## src/rtl/assert_macros.svh

```systemverilog
// Assertion macros used by the sequencer controller.
`ifndef ASSERT_MACROS_SVH
`define ASSERT_MACROS_SVH

// Same-cycle implication, disabled while reset is asserted.
`define CLCD_ASSERT_IMP(lbl, clk, rst_n, ante, cons, msg) \
    lbl: assert property (@(posedge clk) disable iff (!rst_n) (ante) |-> (cons)) \
        else $error(msg);

// Next-cycle implication, disabled while reset is asserted.
`define CLCD_ASSERT_NXT(lbl, clk, rst_n, ante, cons, msg) \
    lbl: assert property (@(posedge clk) disable iff (!rst_n) (ante) |=> (cons)) \
        else $error(msg);

`endif

```

## src/rtl/clcd_pkg.sv

```systemverilog
// Types, constants and helper functions of the character LCD 4-bit sequencer.
package clcd_pkg;

    // Request codes
    localparam logic [2:0] CMD_INIT   = 3'd0;
    localparam logic [2:0] CMD_CLEAR  = 3'd1;
    localparam logic [2:0] CMD_CURSOR = 3'd2;
    localparam logic [2:0] CMD_CHAR   = 3'd3;
    localparam logic [2:0] CMD_NUMBER = 3'd4;

    // Configuration register indexes
    localparam int CFG_IDX_W  = 2;
    localparam int CFG_DATA_W = 16;
    localparam logic [CFG_IDX_W-1:0] CFG_SETTLE = 2'd0;
    localparam logic [CFG_IDX_W-1:0] CFG_LONG   = 2'd1;
    localparam logic [CFG_IDX_W-1:0] CFG_POWER  = 2'd2;

    localparam int SETTLE_W      = 10;
    localparam int LONG_W        = 14;
    localparam int POWER_W       = 16;
    localparam int WAIT_BEFORE_W = 16;
    localparam int WAIT_AFTER_W  = 14;

    localparam logic [SETTLE_W-1:0] SETTLE_RST = 10'd50;
    localparam logic [LONG_W-1:0]   LONG_RST   = 14'd2000;
    localparam logic [POWER_W-1:0]  POWER_RST  = 16'd40000;

    localparam logic [WAIT_AFTER_W-1:0]  WAIT_AFTER_MAX = 14'h3FFF;
    localparam logic [WAIT_BEFORE_W-1:0] INIT_WAIT_2    = 16'd5000;
    localparam logic [WAIT_BEFORE_W-1:0] INIT_WAIT_3    = 16'd150;

    localparam logic [3:0] INIT_NIB_3    = 4'h3;
    localparam logic [3:0] INIT_NIB_2    = 4'h2;
    localparam logic [1:0] INIT_LAST_IDX = 2'd3;

    localparam logic [7:0] BYTE_CLEAR   = 8'h01;
    localparam logic [7:0] BYTE_HOME    = 8'h02;
    localparam logic [7:0] SET_ADDR     = 8'h80;
    localparam logic [7:0] LINE2_OFFSET = 8'h40;
    localparam logic [7:0] ASCII_ZERO   = 8'h30;

    // Decimal conversion
    localparam int NUM_W      = 32;
    localparam int DEC_DIGITS = 10;
    localparam int DIG_IDX_W  = $clog2(DEC_DIGITS);
    localparam int BIT_CNT_W  = $clog2(NUM_W);

    localparam int LAST_COLUMN_DEF = 15;
    localparam int MAX_DIGITS_DEF  = 10;

    typedef struct packed {
        logic [2:0]  command;
        logic [7:0]  byte_value;
        logic        line;
        logic [7:0]  column;
        logic [31:0] number;
    } in_item_t;

    typedef struct packed {
        logic                     rs;
        logic [3:0]               nibble;
        logic [WAIT_BEFORE_W-1:0] wait_before_us;
        logic [WAIT_AFTER_W-1:0]  wait_after_us;
        logic                     last;
    } out_item_t;

    typedef struct packed {
        logic [SETTLE_W-1:0] settle;
        logic [LONG_W-1:0]   long_wait;
        logic [POWER_W-1:0]  power_on;
    } cfg_t;

    typedef enum logic [2:0] {
        ST_IDLE,
        ST_DISPATCH,
        ST_INIT_NIB,
        ST_CONVERT,
        ST_SKIP,
        ST_SEND_HI,
        ST_SEND_LO
    } state_t;

    typedef enum logic [1:0] {
        OSEL_INIT,
        OSEL_HI,
        OSEL_LO
    } out_sel_t;

    typedef struct packed {
        logic latch;
        logic conv_step;
        logic idx_top;
        logic idx_clr;
        logic idx_inc;
        logic idx_dec;
    } dp_cmd_t;

    typedef struct packed {
        logic [2:0] cmd;
        logic       conv_done;
        logic       idx_zero;
        logic       idx_init_last;
        logic       digit_zero;
        logic       upper_nz;
    } dp_stat_t;

    typedef struct packed {
        out_sel_t sel;
        logic     last;
    } out_ctl_t;

    // Command bytes of the init sequence after the four wake-up nibbles.
    function automatic logic [7:0] init_byte(input logic [1:0] idx);
        logic [7:0] b;
        case (idx)
            2'd0:    b = 8'h28;
            2'd1:    b = 8'h0C;
            2'd2:    b = 8'h06;
            default: b = 8'h01;
        endcase
        return b;
    endfunction

endpackage

```

## src/rtl/clcd_cfg.sv

```systemverilog
// Configuration registers of the sequencer.
module clcd_cfg (
    input  logic                           aclk,
    input  logic                           aresetn,
    input  logic                           cfg_wr_en,
    input  logic [clcd_pkg::CFG_IDX_W-1:0] cfg_index,
    input  logic [clcd_pkg::CFG_DATA_W-1:0] cfg_wdata,
    output clcd_pkg::cfg_t                 cfg
);
    import clcd_pkg::*;

    logic [SETTLE_W-1:0] settle_reg;
    logic [LONG_W-1:0]   long_reg;
    logic [POWER_W-1:0]  power_reg;

    always_ff @(posedge aclk) begin
        if (!aresetn) begin
            settle_reg <= SETTLE_RST;
            long_reg   <= LONG_RST;
            power_reg  <= POWER_RST;
        end else if (cfg_wr_en) begin
            case (cfg_index)
                CFG_SETTLE: settle_reg <= cfg_wdata[SETTLE_W-1:0];
                CFG_LONG:   long_reg   <= cfg_wdata[LONG_W-1:0];
                CFG_POWER:  power_reg  <= cfg_wdata[POWER_W-1:0];
                default:    ;
            endcase
        end
    end

    assign cfg.settle    = settle_reg;
    assign cfg.long_wait = long_reg;
    assign cfg.power_on  = power_reg;

endmodule

```

## src/rtl/clcd_dp.sv

```systemverilog
// Datapath: request latch, binary to BCD converter, digit index and transfer payload.
module clcd_dp #(
    parameter int LAST_COLUMN = clcd_pkg::LAST_COLUMN_DEF,
    parameter int MAX_DIGITS  = clcd_pkg::MAX_DIGITS_DEF
) (
    input  logic                aclk,
    input  logic                aresetn,
    input  clcd_pkg::in_item_t  s_data,
    input  clcd_pkg::cfg_t      cfg,
    input  clcd_pkg::dp_cmd_t   cmd,
    input  clcd_pkg::out_ctl_t  out_ctl,
    output clcd_pkg::dp_stat_t  stat,
    output clcd_pkg::out_item_t m_data
);
    import clcd_pkg::*;

    // Printed window: digits above it only decide whether leading zeros are shown.
    localparam int WIN = (MAX_DIGITS < DEC_DIGITS) ? MAX_DIGITS : DEC_DIGITS;

    logic [2:0]           cmd_reg;
    logic [7:0]           data_reg;
    logic [NUM_W-1:0]     bin_reg;
    logic [3:0]           bcd_reg [DEC_DIGITS];
    logic [3:0]           bcd_next [DEC_DIGITS];
    logic [3:0]           adj [DEC_DIGITS];
    logic [BIT_CNT_W-1:0] bit_cnt_reg;
    logic [DIG_IDX_W-1:0] idx_reg;

    logic [7:0]           col_clamp;
    logic [7:0]           addr;
    logic [7:0]           req_byte;
    logic [3:0]           digit;
    logic [7:0]           cur_byte;
    logic                 rs;
    logic                 upper_nz;
    logic [LONG_W:0]      long_sum;
    logic [WAIT_AFTER_W-1:0] settle_ext;
    logic [WAIT_AFTER_W-1:0] long_after;

    // Cursor address and the byte a request carries
    always_comb begin
        col_clamp = (s_data.column > 8'(LAST_COLUMN)) ? 8'(LAST_COLUMN) : s_data.column;
        addr      = s_data.line ? (col_clamp + LINE2_OFFSET) : col_clamp;
        case (s_data.command)
            CMD_CLEAR:  req_byte = BYTE_CLEAR;
            CMD_CURSOR: req_byte = SET_ADDR | addr;
            default:    req_byte = s_data.byte_value;
        endcase
    end

    // Shift-and-add-3 step, one input bit per cycle
    always_comb begin
        for (int i = 0; i < DEC_DIGITS; i++) begin
            adj[i] = (bcd_reg[i] >= 4'd5) ? (bcd_reg[i] + 4'd3) : bcd_reg[i];
        end
        bcd_next[0] = {adj[0][2:0], bin_reg[NUM_W-1]};
        for (int i = 1; i < DEC_DIGITS; i++) begin
            bcd_next[i] = {adj[i][2:0], adj[i-1][3]};
        end
    end

    always_ff @(posedge aclk) begin
        if (cmd.latch) begin
            cmd_reg  <= s_data.command;
            data_reg <= req_byte;
            bin_reg  <= s_data.number;
            for (int i = 0; i < DEC_DIGITS; i++) begin
                bcd_reg[i] <= '0;
            end
        end else if (cmd.conv_step) begin
            bin_reg <= {bin_reg[NUM_W-2:0], 1'b0};
            for (int i = 0; i < DEC_DIGITS; i++) begin
                bcd_reg[i] <= bcd_next[i];
            end
        end
    end

    always_ff @(posedge aclk) begin
        if (!aresetn) begin
            bit_cnt_reg <= '0;
            idx_reg     <= '0;
        end else begin
            if (cmd.latch) begin
                bit_cnt_reg <= '0;
            end else if (cmd.conv_step) begin
                bit_cnt_reg <= bit_cnt_reg + 1'b1;
            end

            if (cmd.latch || cmd.idx_clr) begin
                idx_reg <= '0;
            end else if (cmd.idx_top) begin
                idx_reg <= DIG_IDX_W'(WIN - 1);
            end else if (cmd.idx_inc) begin
                idx_reg <= idx_reg + 1'b1;
            end else if (cmd.idx_dec) begin
                idx_reg <= idx_reg - 1'b1;
            end
        end
    end

    always_comb begin
        upper_nz = 1'b0;
        for (int i = 0; i < DEC_DIGITS; i++) begin
            if (i >= WIN) begin
                upper_nz = upper_nz | (|bcd_reg[i]);
            end
        end
    end

    assign digit = bcd_reg[idx_reg];

    always_comb begin
        case (cmd_reg)
            CMD_INIT:   cur_byte = init_byte(idx_reg[1:0]);
            CMD_NUMBER: cur_byte = ASCII_ZERO | {4'b0, digit};
            default:    cur_byte = data_reg;
        endcase
    end

    assign rs = (cmd_reg == CMD_CHAR) || (cmd_reg == CMD_NUMBER);

    assign stat.cmd           = cmd_reg;
    assign stat.conv_done     = (bit_cnt_reg == BIT_CNT_W'(NUM_W - 1));
    assign stat.idx_zero      = (idx_reg == '0);
    assign stat.idx_init_last = (idx_reg == DIG_IDX_W'(INIT_LAST_IDX));
    assign stat.digit_zero    = (digit == 4'd0);
    assign stat.upper_nz      = upper_nz;

    // Clear and home get the long wait on top of the settle time, saturated
    always_comb begin
        long_sum   = (LONG_W+1)'(cfg.settle) + (LONG_W+1)'(cfg.long_wait);
        settle_ext = WAIT_AFTER_W'(cfg.settle);
        long_after = long_sum[LONG_W] ? WAIT_AFTER_MAX : long_sum[LONG_W-1:0];
    end

    always_comb begin
        m_data.rs             = rs;
        m_data.nibble         = cur_byte[7:4];
        m_data.wait_before_us = '0;
        m_data.wait_after_us  = settle_ext;
        m_data.last           = out_ctl.last;
        case (out_ctl.sel)
            OSEL_INIT: begin
                m_data.rs     = 1'b0;
                m_data.nibble = (idx_reg[1:0] == INIT_LAST_IDX) ? INIT_NIB_2 : INIT_NIB_3;
                case (idx_reg[1:0])
                    2'd0:    m_data.wait_before_us = cfg.power_on;
                    2'd1:    m_data.wait_before_us = INIT_WAIT_2;
                    2'd2:    m_data.wait_before_us = INIT_WAIT_3;
                    default: m_data.wait_before_us = '0;
                endcase
            end
            OSEL_LO: begin
                m_data.nibble = cur_byte[3:0];
                if (!rs && ((cur_byte == BYTE_CLEAR) || (cur_byte == BYTE_HOME))) begin
                    m_data.wait_after_us = long_after;
                end
            end
            default: ;
        endcase
    end

endmodule

```

## src/rtl/clcd_ctrl.sv

```systemverilog
// Controller state machine: sequences requests into nibble transfers.
module clcd_ctrl (
    input  logic               aclk,
    input  logic               aresetn,
    input  logic               s_valid,
    output logic               s_ready,
    output logic               m_valid,
    input  logic               m_ready,
    input  clcd_pkg::dp_stat_t stat,
    output clcd_pkg::dp_cmd_t  cmd,
    output clcd_pkg::out_ctl_t out_ctl
);
    import clcd_pkg::*;
    `include "assert_macros.svh"

    state_t state_reg;
    state_t state_next;
    logic   final_xfer;

    always_ff @(posedge aclk) begin
        if (!aresetn) begin
            state_reg <= ST_IDLE;
        end else begin
            state_reg <= state_next;
        end
    end

    always_comb begin
        case (stat.cmd)
            CMD_INIT:   final_xfer = stat.idx_init_last;
            CMD_NUMBER: final_xfer = stat.idx_zero;
            default:    final_xfer = 1'b1;
        endcase
    end

    always_comb begin
        state_next   = state_reg;
        s_ready      = 1'b0;
        m_valid      = 1'b0;
        cmd          = '0;
        out_ctl.sel  = OSEL_HI;
        out_ctl.last = 1'b0;
        case (state_reg)
            ST_IDLE: begin
                s_ready = 1'b1;
                if (s_valid) begin
                    cmd.latch  = 1'b1;
                    state_next = ST_DISPATCH;
                end
            end
            ST_DISPATCH: begin
                case (stat.cmd)
                    CMD_INIT:                        state_next = ST_INIT_NIB;
                    CMD_CLEAR, CMD_CURSOR, CMD_CHAR: state_next = ST_SEND_HI;
                    CMD_NUMBER:                      state_next = ST_CONVERT;
                    default:                         state_next = ST_IDLE;
                endcase
            end
            ST_INIT_NIB: begin
                m_valid     = 1'b1;
                out_ctl.sel = OSEL_INIT;
                if (m_ready) begin
                    if (stat.idx_init_last) begin
                        cmd.idx_clr = 1'b1;
                        state_next  = ST_SEND_HI;
                    end else begin
                        cmd.idx_inc = 1'b1;
                    end
                end
            end
            ST_CONVERT: begin
                cmd.conv_step = 1'b1;
                if (stat.conv_done) begin
                    cmd.idx_top = 1'b1;
                    state_next  = ST_SKIP;
                end
            end
            ST_SKIP: begin
                // Drop leading zeros unless the number runs past the printed window
                if (!stat.upper_nz && !stat.idx_zero && stat.digit_zero) begin
                    cmd.idx_dec = 1'b1;
                end else begin
                    state_next = ST_SEND_HI;
                end
            end
            ST_SEND_HI: begin
                m_valid     = 1'b1;
                out_ctl.sel = OSEL_HI;
                if (m_ready) begin
                    state_next = ST_SEND_LO;
                end
            end
            ST_SEND_LO: begin
                m_valid      = 1'b1;
                out_ctl.sel  = OSEL_LO;
                out_ctl.last = final_xfer;
                if (m_ready) begin
                    if (final_xfer) begin
                        state_next = ST_IDLE;
                    end else begin
                        if (stat.cmd == CMD_INIT) begin
                            cmd.idx_inc = 1'b1;
                        end else begin
                            cmd.idx_dec = 1'b1;
                        end
                        state_next = ST_SEND_HI;
                    end
                end
            end
            default: state_next = ST_IDLE;
        endcase
    end

    `CLCD_ASSERT_IMP(a_no_overlap, aclk, aresetn, s_ready, !m_valid, "input taken while a transfer is pending")
    `CLCD_ASSERT_IMP(a_last_on_low, aclk, aresetn, m_valid && out_ctl.last, state_reg == ST_SEND_LO, "last flag outside a low nibble")
    `CLCD_ASSERT_NXT(a_last_frees, aclk, aresetn, m_valid && m_ready && out_ctl.last, s_ready, "block not idle after the final transfer")

endmodule

```

## src/rtl/char_lcd_4bit_sequencer.sv

```systemverilog
// Top level of the character LCD 4-bit sequencer.
//
//  channel  | handshake          | payload
//  ---------+--------------------+--------------------------------
//  s_       | s_valid / s_ready  | s_data  (in_item_t request)
//  m_       | m_valid / m_ready  | m_data  (out_item_t transfer)
//  cfg_     | cfg_wr_en          | cfg_index, cfg_wdata
//
// One request is in work at a time; s_ready is high only when idle.
// A request is accepted in idle and passes a dispatch state before its transfers.
// Write number first steps the shift-and-add-3 converter over every input bit,
// then drops leading zeros, then sends two transfers per digit.
// A stalled m_ready holds the current transfer and the sequencer in place.
// Synchronous active-low reset returns to idle and loads the register defaults.
module char_lcd_4bit_sequencer #(
    parameter int LAST_COLUMN = clcd_pkg::LAST_COLUMN_DEF,
    parameter int MAX_DIGITS  = clcd_pkg::MAX_DIGITS_DEF
) (
    input  logic                            aclk,
    input  logic                            aresetn,
    input  logic                            s_valid,
    output logic                            s_ready,
    input  clcd_pkg::in_item_t              s_data,
    output logic                            m_valid,
    input  logic                            m_ready,
    output clcd_pkg::out_item_t             m_data,
    input  logic                            cfg_wr_en,
    input  logic [clcd_pkg::CFG_IDX_W-1:0]  cfg_index,
    input  logic [clcd_pkg::CFG_DATA_W-1:0] cfg_wdata
);
    import clcd_pkg::*;

    cfg_t     cfg;
    dp_cmd_t  dp_cmd;
    dp_stat_t dp_stat;
    out_ctl_t out_ctl;

    clcd_cfg u_cfg (
        .aclk      (aclk),
        .aresetn   (aresetn),
        .cfg_wr_en (cfg_wr_en),
        .cfg_index (cfg_index),
        .cfg_wdata (cfg_wdata),
        .cfg       (cfg)
    );

    clcd_ctrl u_ctrl (
        .aclk    (aclk),
        .aresetn (aresetn),
        .s_valid (s_valid),
        .s_ready (s_ready),
        .m_valid (m_valid),
        .m_ready (m_ready),
        .stat    (dp_stat),
        .cmd     (dp_cmd),
        .out_ctl (out_ctl)
    );

    clcd_dp #(
        .LAST_COLUMN (LAST_COLUMN),
        .MAX_DIGITS  (MAX_DIGITS)
    ) u_dp (
        .aclk    (aclk),
        .aresetn (aresetn),
        .s_data  (s_data),
        .cfg     (cfg),
        .cmd     (dp_cmd),
        .out_ctl (out_ctl),
        .stat    (dp_stat),
        .m_data  (m_data)
    );

endmodule
```

## config.mk

```make
export PLATFORM = sky130hd
export DESIGN_NAME = char_lcd_4bit_sequencer
export DESIGN_NICKNAME = d
export VERILOG_FILES = /design/src/rtl/clcd_pkg.sv /design/src/rtl/clcd_cfg.sv /design/src/rtl/clcd_dp.sv /design/src/rtl/clcd_ctrl.sv /design/src/rtl/char_lcd_4bit_sequencer.sv
export VERILOG_INCLUDE_DIRS = /design/src /design/src/rtl
export SDC_FILE = /design/constraint.sdc
export NUM_CORES = 1
export LEC_CHECK = 0
export ABC_AREA = 1
export ABC_CLOCK_PERIOD_IN_PS = 11000
export BUFFER_PORTS_ARGS = -buffer_cell sky130_fd_sc_hd__buf_2
export CORE_MARGIN = 3
export CORE_UTILIZATION = 63
export DETAILED_ROUTE_END_ITERATION = 6
export PLACE_DENSITY_LB_ADDON = 0.25
export SLEW_MARGIN = 20
export SYNTH_ARGS = -nofsm -noshare
export SYNTH_HDL_FRONTEND = slang
export SYNTH_HIERARCHICAL = 1
export SYNTH_SLANG_ARGS = --single-unit
```

## constraint.sdc

```tcl
create_clock -name aclk -period 11 [get_ports aclk]
set_input_delay 1.65 -clock aclk [delete_from_list [all_inputs] [get_ports aclk]]
set_output_delay 1.65 -clock aclk [all_outputs]
set_load 0.02 [all_outputs]
```

# Yosys cells after proc, flatten, opt, wreduce, memory -nomap -nowiden
# Memories as Yosys holds them, arrays and structs flattened.
# Index checks and enable logic that the tools add are counted.
# op_classes
bitwise_logic	11
shifts	0
add_sub_neg	15
multipliers	0
mux	73
n_reduce_logical	26
n_div	0
eq_ne	29
magnitude_cmp	11
# ops
op	n
4-bit two-way mux	22
32-bit two-way mux	2
16-bit one-hot mux with 3 select lines	1
14-bit two-way mux	3
4-bit by 3-bit greater-or-equal comparator with 1-bit output (second input constant)	10
4-bit by 2-bit adder with 4-bit output (second input constant)	9
8-bit one-hot mux with 2 select lines	2
3-bit two-way mux	9
3-bit one-hot mux with 7 select lines	1
1-bit two-way mux	19
6-bit one-hot mux with 3 select lines	1
16-bit two-way mux	1
10-bit by 14-bit adder with 15-bit output	1
3-bit by 2-bit equality test with 1-bit output (second input constant)	5
7-bit two-way mux	2
3-bit equality test (second input constant)	4
2-bit != test (second input constant)	6
1-bit bitwise OR	10
3-bit by 1-bit equality test with 1-bit output (second input constant)	3
3-bit one-hot mux with 3 select lines	1
3-bit OR reduction	3
2-bit equality test (second input constant)	4
8-bit by 1-bit equality test with 1-bit output (second input constant)	1
8-bit by 2-bit equality test with 1-bit output (second input constant)	1
26 further kinds	44
# totals
wordCells	176
latchBits	0
out_inout_bits	38
rom_bits	0
in_bits	75
ram_bits	40
regBits	95
n_memories	1
# memory_table
name	depth	width	rd	rd_ports_with_merged_regs	wr	line_no	rtl
u_dp.bcd_reg	10	4	11	0	10	clcd_dp.sv:23	logic [3:0] bcd_reg [DEC_DIGITS];

# Depth between registers and ports, before layout
# Gate-level depths: netlist of run 1.
# logic_depth
ltp_word	8
mapped_depth	17
mapped_depth_nobuf	14

# Modules after synthesis
# Netlist of run 1, hierarchy kept.
# modules_own_cells
mod	cells_per_inst	n_inst	area_each_um2	seq_area_each_um2
clcd_dp	823	1	6324.8	2672.6
clcd_cfg	232	1	1655.3	800.8
clcd_ctrl	78	1	399.1	60.1

# Worst setup path before layout of run 1
# Ideal clock, no wire load.
# synth_path
path_type	input port to flip-flop
start	input port s_valid
end	memory u_dp.bcd_reg[0][0], enable pin
required_ps	10568
stages	6
setup_time_ps	432
arrival_time_ps	4365
slack_ps	6203
n_path_buf	2
cell_sequence	inv_1 nor2_1 clkbuf_1 inv_1 clkbuf_1 nand2_1
# synth_rtl
item	line_no	rtl
from (decl)	char_lcd_4bit_sequencer.sv:21	input logic s_valid,
to (decl)	clcd_dp.sv:23	

==> results_dict.tcl, run 1 <==
set metrics [dict create \
    power.density_mw_per_mm2 219 \
    setup.worst_path.end_class "output port" \
    path_cells "inv_2, ha_1, nor2_1, nor2_1, a21oi_1, nand2_2, nor2_4, nand2_2, nand2_1, nand2_1, inv_1, buf_2" \
    startpoint_type "flip-flop" \
    clock_sinks 135 \
    die-width_um 121 \
    dieArea_mm2 0.0147 \
    status "complete, no violations" \
    drc 0 \
    first_pass_iters 6 \
    io_buffers 112 \
    rrSetupSlack_ns 7.50 \
    rows 41 \
    synth_cell_types 44 \
    reg2regPathDepth 7 \
    tightest_slew_ns 0.900 \
    path_clk_slew_ns 0.06 \
    peakVddDrop_mv 0.247 \
    hold_viol 0 \
    placed_cell_area_mm2 0.00896 \
    cellLeakagePower_nw 4.71 \
    dp_hpwl_mm 13.3 \
    worstPathRequired_ns 9.35 \
    p_total_mw 2.09 \
    cts_tree "done" \
    htreeDepth 4 \
    cp_max_fo 17 \
    rr_endpoint "u_dp/bcd_reg[6][1]" \
    overflow 0 \
    finClkSkew_ns 0.00991 \
    worstSetupEndpoint "m_data[4]" \
    tns_ns 0 \
    postLayoutCoreUtil_pct 74.4 \
    period_minus_slack_ns 4.79 \
    gp_congestion 0.864 \
    synth_warnings 6 \
    multiInputGateArea_mm2 0.00397 \
    cp.depth 12 \
    regArea_mm2 0.00353 \
    cts_made_buffers 17 \
    vias_per_cell 5.41 \
    grt_usage_pct 26.2 \
    worst-path-buf-inv 3 \
    cpPeakStageDelay_ns 0.73 \
    drive_gt1_share_pct 14.3 \
    cts.repair.resized 0 \
    layout.nets 1345 \
    min_period_over_period_pct 43.5 \
    root_buffer "clkbuf_16" \
    cp_slowest_cell "dfxtp_1" \
    insertion_delay_ns 0.42 \
    ys_seq_area_share_pct 42.2 \
    antenna_cells 0 \
    synthToLayoutAreaGrowth_pct 13.8 \
    synthCells 1133 \
    synth_area_mm2 0.00838 \
    ys_ff_latch 135 \
    io_pins 113 \
    start_util_pct 65.3 \
    arrival_ns 3.14 \
    antenna_found_initial 0 \
    cts_hold_buf 0 \
    slew-limit-headroom_pct 39.9 \
    timing.rr.start "u_ctrl/state_reg[2]" \
    detail_route.wl_per_cell_um 13.3 \
    grt_pass1_wl_mm 31.7 \
    finish.instance_area_mm2 0.00954 \
    drtIter0Drc 496 \
    cap_violations 0 \
    dieHeight_um 121 \
    via_count 7656 \
    grt_max_degree 46 \
    rsz0062_at_grt "no" \
    core_mm2 0.0128 \
    critical-path-top-delay-family "simple AND/OR/NAND/NOR gates" \
    finalWirelength_mm 18.9 \
    syn_nets 1249 \
    setup_viol 0 \
    detail-route-antenna-nets 0 \
    clockBufferDepth 2 \
    fin_ws_ns 6.21 \
    cp-startpoint "u_dp/idx_reg[1]" \
    place_ws_ns 6.41 \
    avgSynthCellArea_um2 7.40 \
    grt_pass1_vias 7064 \
    finalMaxSlewViolations 0 \
    min_path_type "reg -> reg" \
    largest_register_ffs 40 \
    postCtsSetupRepairBufs 0 \
    fmax_mhz 209 \
    n_fill_cell 1016 \
    crit_type "reg -> out" \
]
where the power goes:
part / total, mW / switching, mW / internal (mW)
logic: 0.711 / 0.499 / 0.212
clock network: 0.558 / 0.223 / 0.335
registers: 0.821 / 0.0814 / 0.739
total: 2.09 / 0.804 / 1.29
cells by family (layout without fill, tap and decap cells):
| family | after synthesis | after routing | synth area share, % |
|---|---|---|---|
| AND/OR/NAND/NOR | 570 | 570 | 28.8 |
| buffers and inverters | 210 | 319 | 10.6 |
| AO/OA/AOI/OAI | 160 | 160 | 10.4 |
| flip-flops | 135 | 135 | 42.2 |
| adder cells (fa/ha/maj) | 41 | 41 | 6.30 |
| XOR/XNOR | 16 | 16 | 1.67 |
| other | 1 | 1 | 0.0448 |
layout make-up:
| cell class | count | area share, % |
|---|---|---|
| Multi-Input combinational cell | 788 | 41.6 |
| Sequential cell | 135 | 37.0 |
| Inverter | 171 | 6.81 |
| Timing Repair Buffer | 116 | 6.19 |
| Clock buffer | 18 | 4.50 |
| Tap cell | 172 | 2.26 |
| Clock inverter | 14 | 1.59 |
cells in the mapped netlist (all sizes together):
cell type	instances	area share, %
buf	22	2.1
a31o	2	0.21
a31oi	2	0.15
a21oi	76	4.5
dfxtp	52	12
inv	171	7.7
o221ai	1	0.10
edfxtp	83	30
ha	39	5.8
nor2	144	7.0
nor4	2	0.15
nand4	28	2.1
o22ai	4	0.30
conb	1	0.045
fa	2	0.48
o21a	1	0.090
nor3	16	0.96
nand2	313	14
xnor2	8	0.84
a221oi	1	0.10
o211ai	3	0.27
a32o	1	0.12
a21o	2	0.18
clkbuf	17	0.76
o21ai	57	3.4
o32a	1	0.12
xor2	8	0.84
a211oi	7	0.63
o22a	1	0.10
a22o	1	0.10
nor3b	1	0.15
or2	3	0.22
nand3	63	4.2
cell usage in the layout (no fill, tap or decap), drive strengths merged:
cell      synthesis  layout
nand2           313     313
inv             171     174
nor2            144     144
buf              22     116
edfxtp           83      83
a21oi            76      76
nand3            63      63
o21ai            57      57
dfxtp            52      52
ha               39      39
nand4            28      28
clkbuf           17      18
nor3             16      16
xnor2             8       8
xor2              8       8
a211oi            7       7
clkinv            0       5
clkinvlp          0       4
o22ai             4       4
o211ai            3       3
or2               3       3
bufinv            0       2
a31o              2       2
a21o              2       2
nor4              2       2
a31oi             2       2
fa                2       2
o22a              1       1
o21a              1       1
a22o              1       1
nor3b             1       1
a32o              1       1
o32a              1       1
o221ai            1       1
a221oi            1       1
conb              1       1
metal layers:
layer,track usage [%],vias up,wire (um)
met2,43.2,293,9220
li1,-,3864,-
met5,0,-,0
met4,10.2,0,509
met3,4.43,52,1210
met1,34.6,3447,7920
worst reg2reg max path, delay by kind of cell, from the launching register on:
kind	cells	cell delay (ns)
buffers and inverters	4	1.70
DFF	1	0.38
and+or+nand+nor	3	1.01
worst min path at each step:
stage	start	to	slack [ns]	cells past startpoint
2_1_floorplan	u_cfg/long_reg[10]	u_cfg/long_reg[10]	0.43	2
3_3_place_gp	u_cfg/power_reg[10]	u_cfg/power_reg[10]	0.44	2
3_5_place_dp	u_cfg/power_reg[10]	u_cfg/power_reg[10]	0.45	2
4_1_cts	u_cfg/power_reg[10]	u_cfg/power_reg[10]	0.46	2
5_1_grt	u_dp/bit_cnt_reg[4]	u_dp/bit_cnt_reg[4]	0.49	2
6_report	u_cfg/long_reg[9]	u_cfg/long_reg[9]	0.47	2
stage by stage:
| stage | cells | hold slack [ns] |
|---|---|---|
| floorplan | 1133 | 0.427 |
| global placement | 1382 | 0.438 |
| detailed placement | 1382 | 0.446 |
| CTS | 1414 | 0.459 |
| global route | 1414 | 0.492 |
| finish | 1414 | 0.466 |
No activity file was read; power rests on OpenSTA's default activity.
==> run 2: changes to the inputs <==
Settings changed: ABC_CLOCK_PERIOD_IN_PS 11000 to 3890, CORE_UTILIZATION 63 to 53.
Clock period 11 ns to 3.89 ns, I/O delays scaled along.
==> run 2 against run 1 <==
Against the previous run: first-iteration DRC count grew 22%; core utilization shrank 12 points; largest cell class unchanged; final cell count grew 2.9%; critical path depth is the same; combinational power grew to 2.8 times the previous value; hold slack lost 0.095 ns; largest power group unchanged.
==> results_dict.tcl, run 2 (synthesis results as in run 1) <==
set metrics [dict create \
    status "complete, no violations" \
    postLayoutCoreUtil_pct 62.4 \
    p_int_mw 3.51 \
    path_cells "buf_4, nand2_1, nand3_1, nand2_1, nand2_1, nand4_1, nand2_1, nor2_1, nor2_4, nand2_2, nor3b_2, buf_2" \
    n_fill_cell 1407 \
    dp_hpwl_mm 13.6 \
    cap_violations 0 \
    detail-route-antenna-nets 0 \
    peakVddDrop_mv 0.372 \
    finalWirelength_mm 18.5 \
    arrival_ns 3.00 \
    crit_type "reg -> out" \
    crit_path_frequent_cell "nand2_1" \
    finClkSkew_ns 0.00480 \
    critical-path-top-delay-family "simple AND/OR/NAND/NOR gates" \
    reg2regPathDepth 14 \
    dieArea_mm2 0.0174 \
    grt_usage_pct 21.7 \
    cellLeakagePower_nw 4.71 \
    synthToLayoutAreaGrowth_pct 14.0 \
    io_pins 113 \
    rrSetupSlack_ns 0.92 \
    setup_viol 0 \
    rr_endpoint "u_dp/idx_reg[2]" \
    timing.rr.start "u_dp/idx_reg[0]" \
    clockBufferDepth 2 \
    drc 0 \
    cp_slowest_cell "dfxtp_1" \
    min_period_over_period_pct 92.2 \
    antenna_cells 0 \
    power.density_mw_per_mm2 599 \
    drtIter0Drc 603 \
    layout.nets 1347 \
    clkPwrFrac_pct 24.4 \
    hold_viol 0 \
    vias_per_cell 5.09 \
    rsz0062_at_grt "no" \
    cts_made_buffers 17 \
    htreeDepth 4 \
    worst-path-buf-inv 2 \
    worstPathRequired_ns 3.31 \
    min_path_type "in -> reg" \
    period_minus_slack_ns 3.59 \
    grt_pass1_vias 6828 \
    hold-path-endpoint "u_dp/cmd_reg[1]" \
    root_buffer "clkbuf_16" \
    hold_start "s_data[50]" \
    final_common_cell "nand2_1" \
    tightest_slew_ns 0.625 \
    first_pass_iters 5 \
    power_switching_mw 2.22 \
    gp_congestion 0.899 \
    core_mm2 0.0153 \
    grt_pass1_wl_mm 31.3 \
    largest_register_ffs 40 \
    combPwrFrac_pct 35.1 \
    tns_ns 0 \
    setup.worst_path.end_class "output port" \
    drive_gt1_share_pct 14.4 \
    start_util_pct 54.7 \
    fmax_mhz 279 \
    slew-limit-headroom_pct 57.9 \
    overflow 0 \
    io_buffers 112 \
    via_count 7412 \
    finalMaxSlewViolations 0 \
    swShare_pct 38.7 \
    insertion_delay_ns 0.42 \
    grt_max_degree 50 \
    path_clk_slew_ns 0.06 \
    die-width_um 132 \
    antenna_found_initial 0 \
    dieHeight_um 132 \
    mostFrequentLayoutCells "nand2_1, inv_1, nor2_1" \
    clock_sinks 135 \
    cpPeakStageDelay_ns 0.65 \
    startpoint_type "flip-flop" \
    detail_route.wl_per_cell_um 12.7 \
    cp_max_fo 27 \
    rows 45 \
    cp.depth 12 \
    power.share.sequential_pct 40.5 \
    worstHoldPathCells 1 \
    cts_tree "done" \
]
## run 2: repair_timing
item,in CTS,in global routing
setup buffers,0,0
endpoints found under the setup margin,0,13
gates resized for setup,0,1
hold buffers,0,0
## run 2: area by class of cell
cell class | instances | area (um2) | share of cell area (%)
multi-input combinational | 788 | 3970 | 41.6
sequential | 135 | 3530 | 37.0
inverter | 171 | 649 | 6.80
timing repair buffer | 118 | 618 | 6.47
clock buffer | 18 | 429 | 4.49
tap | 211 | 264 | 2.76
clock inverter | 14 | 87.6 | 0.917
## run 2: worst max path at each step
stage	from	endpoint	slack, ns
2_1_floorplan	s_valid	u_dp/bcd_reg[0][0]	0.16
6_report	u_dp/idx_reg[0]	m_data[11]	0.30
3_3_place_gp	u_dp/idx_reg[1]	m_data[11]	0.81
3_5_place_dp	u_dp/idx_reg[1]	m_data[11]	0.65
5_1_grt	u_dp/idx_reg[0]	m_data[7]	0.004
4_1_cts	u_dp/idx_reg[1]	m_data[11]	0.20
## run 2: worst register-to-register path: stages (launching register included)
cell and delay, ns:
dfxtp_1 0.65, buf_4 0.36, nand2_1 0.09, nand3_1 0.09, nand2_1 0.06, nand2_1 0.07
nand3_2 0.10, nor4_1 0.45, nand2_1 0.16, nor2_1 0.20, a31o_2 0.15, nor2_1 0.08
inv_1 0.16, nor2_1 0.05, a211oi_1 0.21
## run 2: stage by stage
stage | area, um2 | total power, mW | cells | hold slack [ns] | setup WS [ns]
after floorplan | 8380 | 3.79 | 1133 | 0.427 | 0.159
after global placement | 9030 | 4.29 | 1423 | 0.439 | 0.811
after detailed placement | 9030 | 4.34 | 1423 | 0.448 | 0.654
after CTS | 9550 | 5.75 | 1455 | 0.351 | 0.203
after global routing | 9550 | 6.17 | 1455 | 0.352 | 0.00389
final | 9550 | 5.72 | 1455 | 0.370 | 0.304
## run 2: layer usage
layer,GRT usage (%),vias to the layer above,part of all wire (%)
met2,35.5,215,46
li1,-,3854,-
met1,28.6,3310,46
met3,4.20,33,5.3
met4,8.34,0,2.3
met5,0,-,0
## run 2: power groups by stage
stage | logic (mW) | clock network, mW | registers, mW
final | 2.01 | 1.40 | 2.32
after global routing | 2.31 | 1.49 | 2.36
after CTS | 2.02 | 1.42 | 2.31
after detailed placement | 2.00 | 0 | 2.34
after global placement | 1.96 | 0 | 2.33
after floorplan | 1.50 | 0 | 2.29
==> run 3: changes to the inputs <==
Settings changed: CORE_MARGIN 3 to default, CORE_UTILIZATION 53 to 46.
==> run 3 against run 2 <==
Against the previous run: global-route usage fell by 0.72 points; clock power rose by 9%; highest routed layer unchanged; cell area rose by 0.62%.
==> results_dict.tcl, run 3 (synthesis results as in run 1) <==
set metrics [dict create \
    rows 48 \
    grt_max_degree 45 \
    drtIter0Drc 545 \
    route.met2.wl_mm 8.96 \
    slew-limit-headroom_pct 46.9 \
    dr.max_layer_used "met4" \
    first_pass_iters 5 \
    cap_violations 0 \
    period_minus_slack_ns 3.53 \
    layout.nets 1347 \
    gp_congestion 0.898 \
    startpoint_type "flip-flop" \
    min_period_over_period_pct 90.8 \
    path_clk_slew_ns 0.06 \
    largest_register_ffs 40 \
    wl_met3_um 795 \
    htreeDepth 4 \
    die-width_um 137 \
    dieHeight_um 137 \
    cts_made_buffers 17 \
    tightest_slew_ns 0.793 \
    synthToLayoutAreaGrowth_pct 14.7 \
    postCtsSetupRepairBufs 0 \
    cts_hold_buf 0 \
    dp_hpwl_mm 13.7 \
    grt_pass1_vias 6728 \
    reg2regPathDepth 14 \
    m1WireLength_mm 8.92 \
    status "complete, no violations" \
    worstPathRequired_ns 3.31 \
    fmax_mhz 283 \
    overflow 0 \
    root_buffer "clkbuf_16" \
    drive_gt1_share_pct 14.4 \
    detail-route-antenna-nets 0 \
    cts.repair.resized 0 \
    dieArea_mm2 0.0188 \
    antenna_found_initial 0 \
    cp_max_fo 26 \
    drc 0 \
    core_mm2 0.0175 \
    power.density_mw_per_mm2 610 \
    worstHoldPathCells 1 \
    cellLeakagePower_nw 4.73 \
    io_pins 113 \
    clock_sinks 135 \
    min_path_type "in -> reg" \
    crit_type "reg -> out" \
    io_buffers 112 \
    finish.instance_area_mm2 0.00961 \
    arrival_ns 2.95 \
    place_ws_ns 0.701 \
    tns_ns 0 \
    finalWirelength_mm 19.0 \
    setup.worst_path.end_class "output port" \
    antenna_cells 0 \
    start_util_pct 47.8 \
    fin_ws_ns 0.357 \
    vias_per_cell 5.07 \
    via_count 7447 \
    insertion_delay_ns 0.42 \
    detail_route.wl_per_cell_um 12.9 \
    rsz0062_at_grt "no" \
    cts_tree "done" \
    n_fill_cell 1720 \
    hold_viol 0 \
    finClkSkew_ns 0.00774 \
    finalMaxSlewViolations 0 \
    setup_viol 0 \
    placed_cell_area_mm2 0.00905 \
    grt_usage_pct 20.9 \
    peakVddDrop_mv 0.336 \
    clockBufferDepth 2 \
    mostFrequentLayoutCells "nand2_1, inv_1, nor2_1" \
    grt_pass1_wl_mm 31.0 \
    final_common_cell "nand2_1" \
]
-- run 3: changes by cell type in the layout (fill, tap and decap cells not counted), sizes merged --
cell / previous run / this run
clkbuf: 18 / 24
clkinv: 12 / 3
bufinv: 0 / 1
inv: 171 / 173
-- run 3: metrics by stage --
stage               utilization [%]  cells  hold WS, ns  power [mW]
detailed placement             51.6   1437        0.443        4.35
CTS                            54.8   1469        0.362        5.90
finish                         54.8   1469        0.382        5.86
floorplan                         -   1133        0.427        3.79
global route                   54.8   1469        0.377        6.29
global placement               51.6   1437        0.440        4.31
-- run 3: worst paths after layout --
| path | end | start | slack, ns |
|---|---|---|---|
| worst max-delay path | m_data[11] | u_dp/idx_reg[0] | 0.36 |
| worst min-delay path | u_dp/cmd_reg[1] | s_data[50] | 0.38 |
| worst max register to register | u_dp/idx_reg[2] | u_dp/idx_reg[0] | 0.98 |
| worst min register to register | u_cfg/power_reg[15] | u_cfg/power_reg[15] | 0.46 |
-- run 3: critical path, cell delays in order, from the launching register on --
cell and delay (ns):
dfxtp_1 0.65, buf_4 0.35, nand2_1 0.08, nand3_1 0.08
nand2_1 0.07, nand2_1 0.07, nand4_1 0.10, nand2_1 0.14
nor2_1 0.08, nor2_4 0.28, nand2_2 0.24, nor3b_2 0.19
buf_2 0.18
-- run 3: metal layers --
metal,up-vias,GRT usage [%]
met2,209,35.2
met3,25,3.00
met4,0,7.51
met5,-,0
met1,3348,27.3
li1,3865,-
-- run 3: where the power goes --
part           total [mW]  internal (mW)  leakage (nW)  switching, mW
logic                2.02          0.616          3.22           1.40
registers            2.32           2.09          1.23          0.229
clock network        1.53          0.934         0.274          0.592
total                5.86           3.64          4.73           2.22
-- run 3: cell type report --
type	instances	area [um2]	area share, %
clock buffer	24	485	5.05
clock inverter	8	72.6	0.755
inverter	171	649	6.76
multi-input combinational	788	3970	41.3
sequential	135	3530	36.8
tap	225	282	2.93
timing repair buffer	118	618	6.43
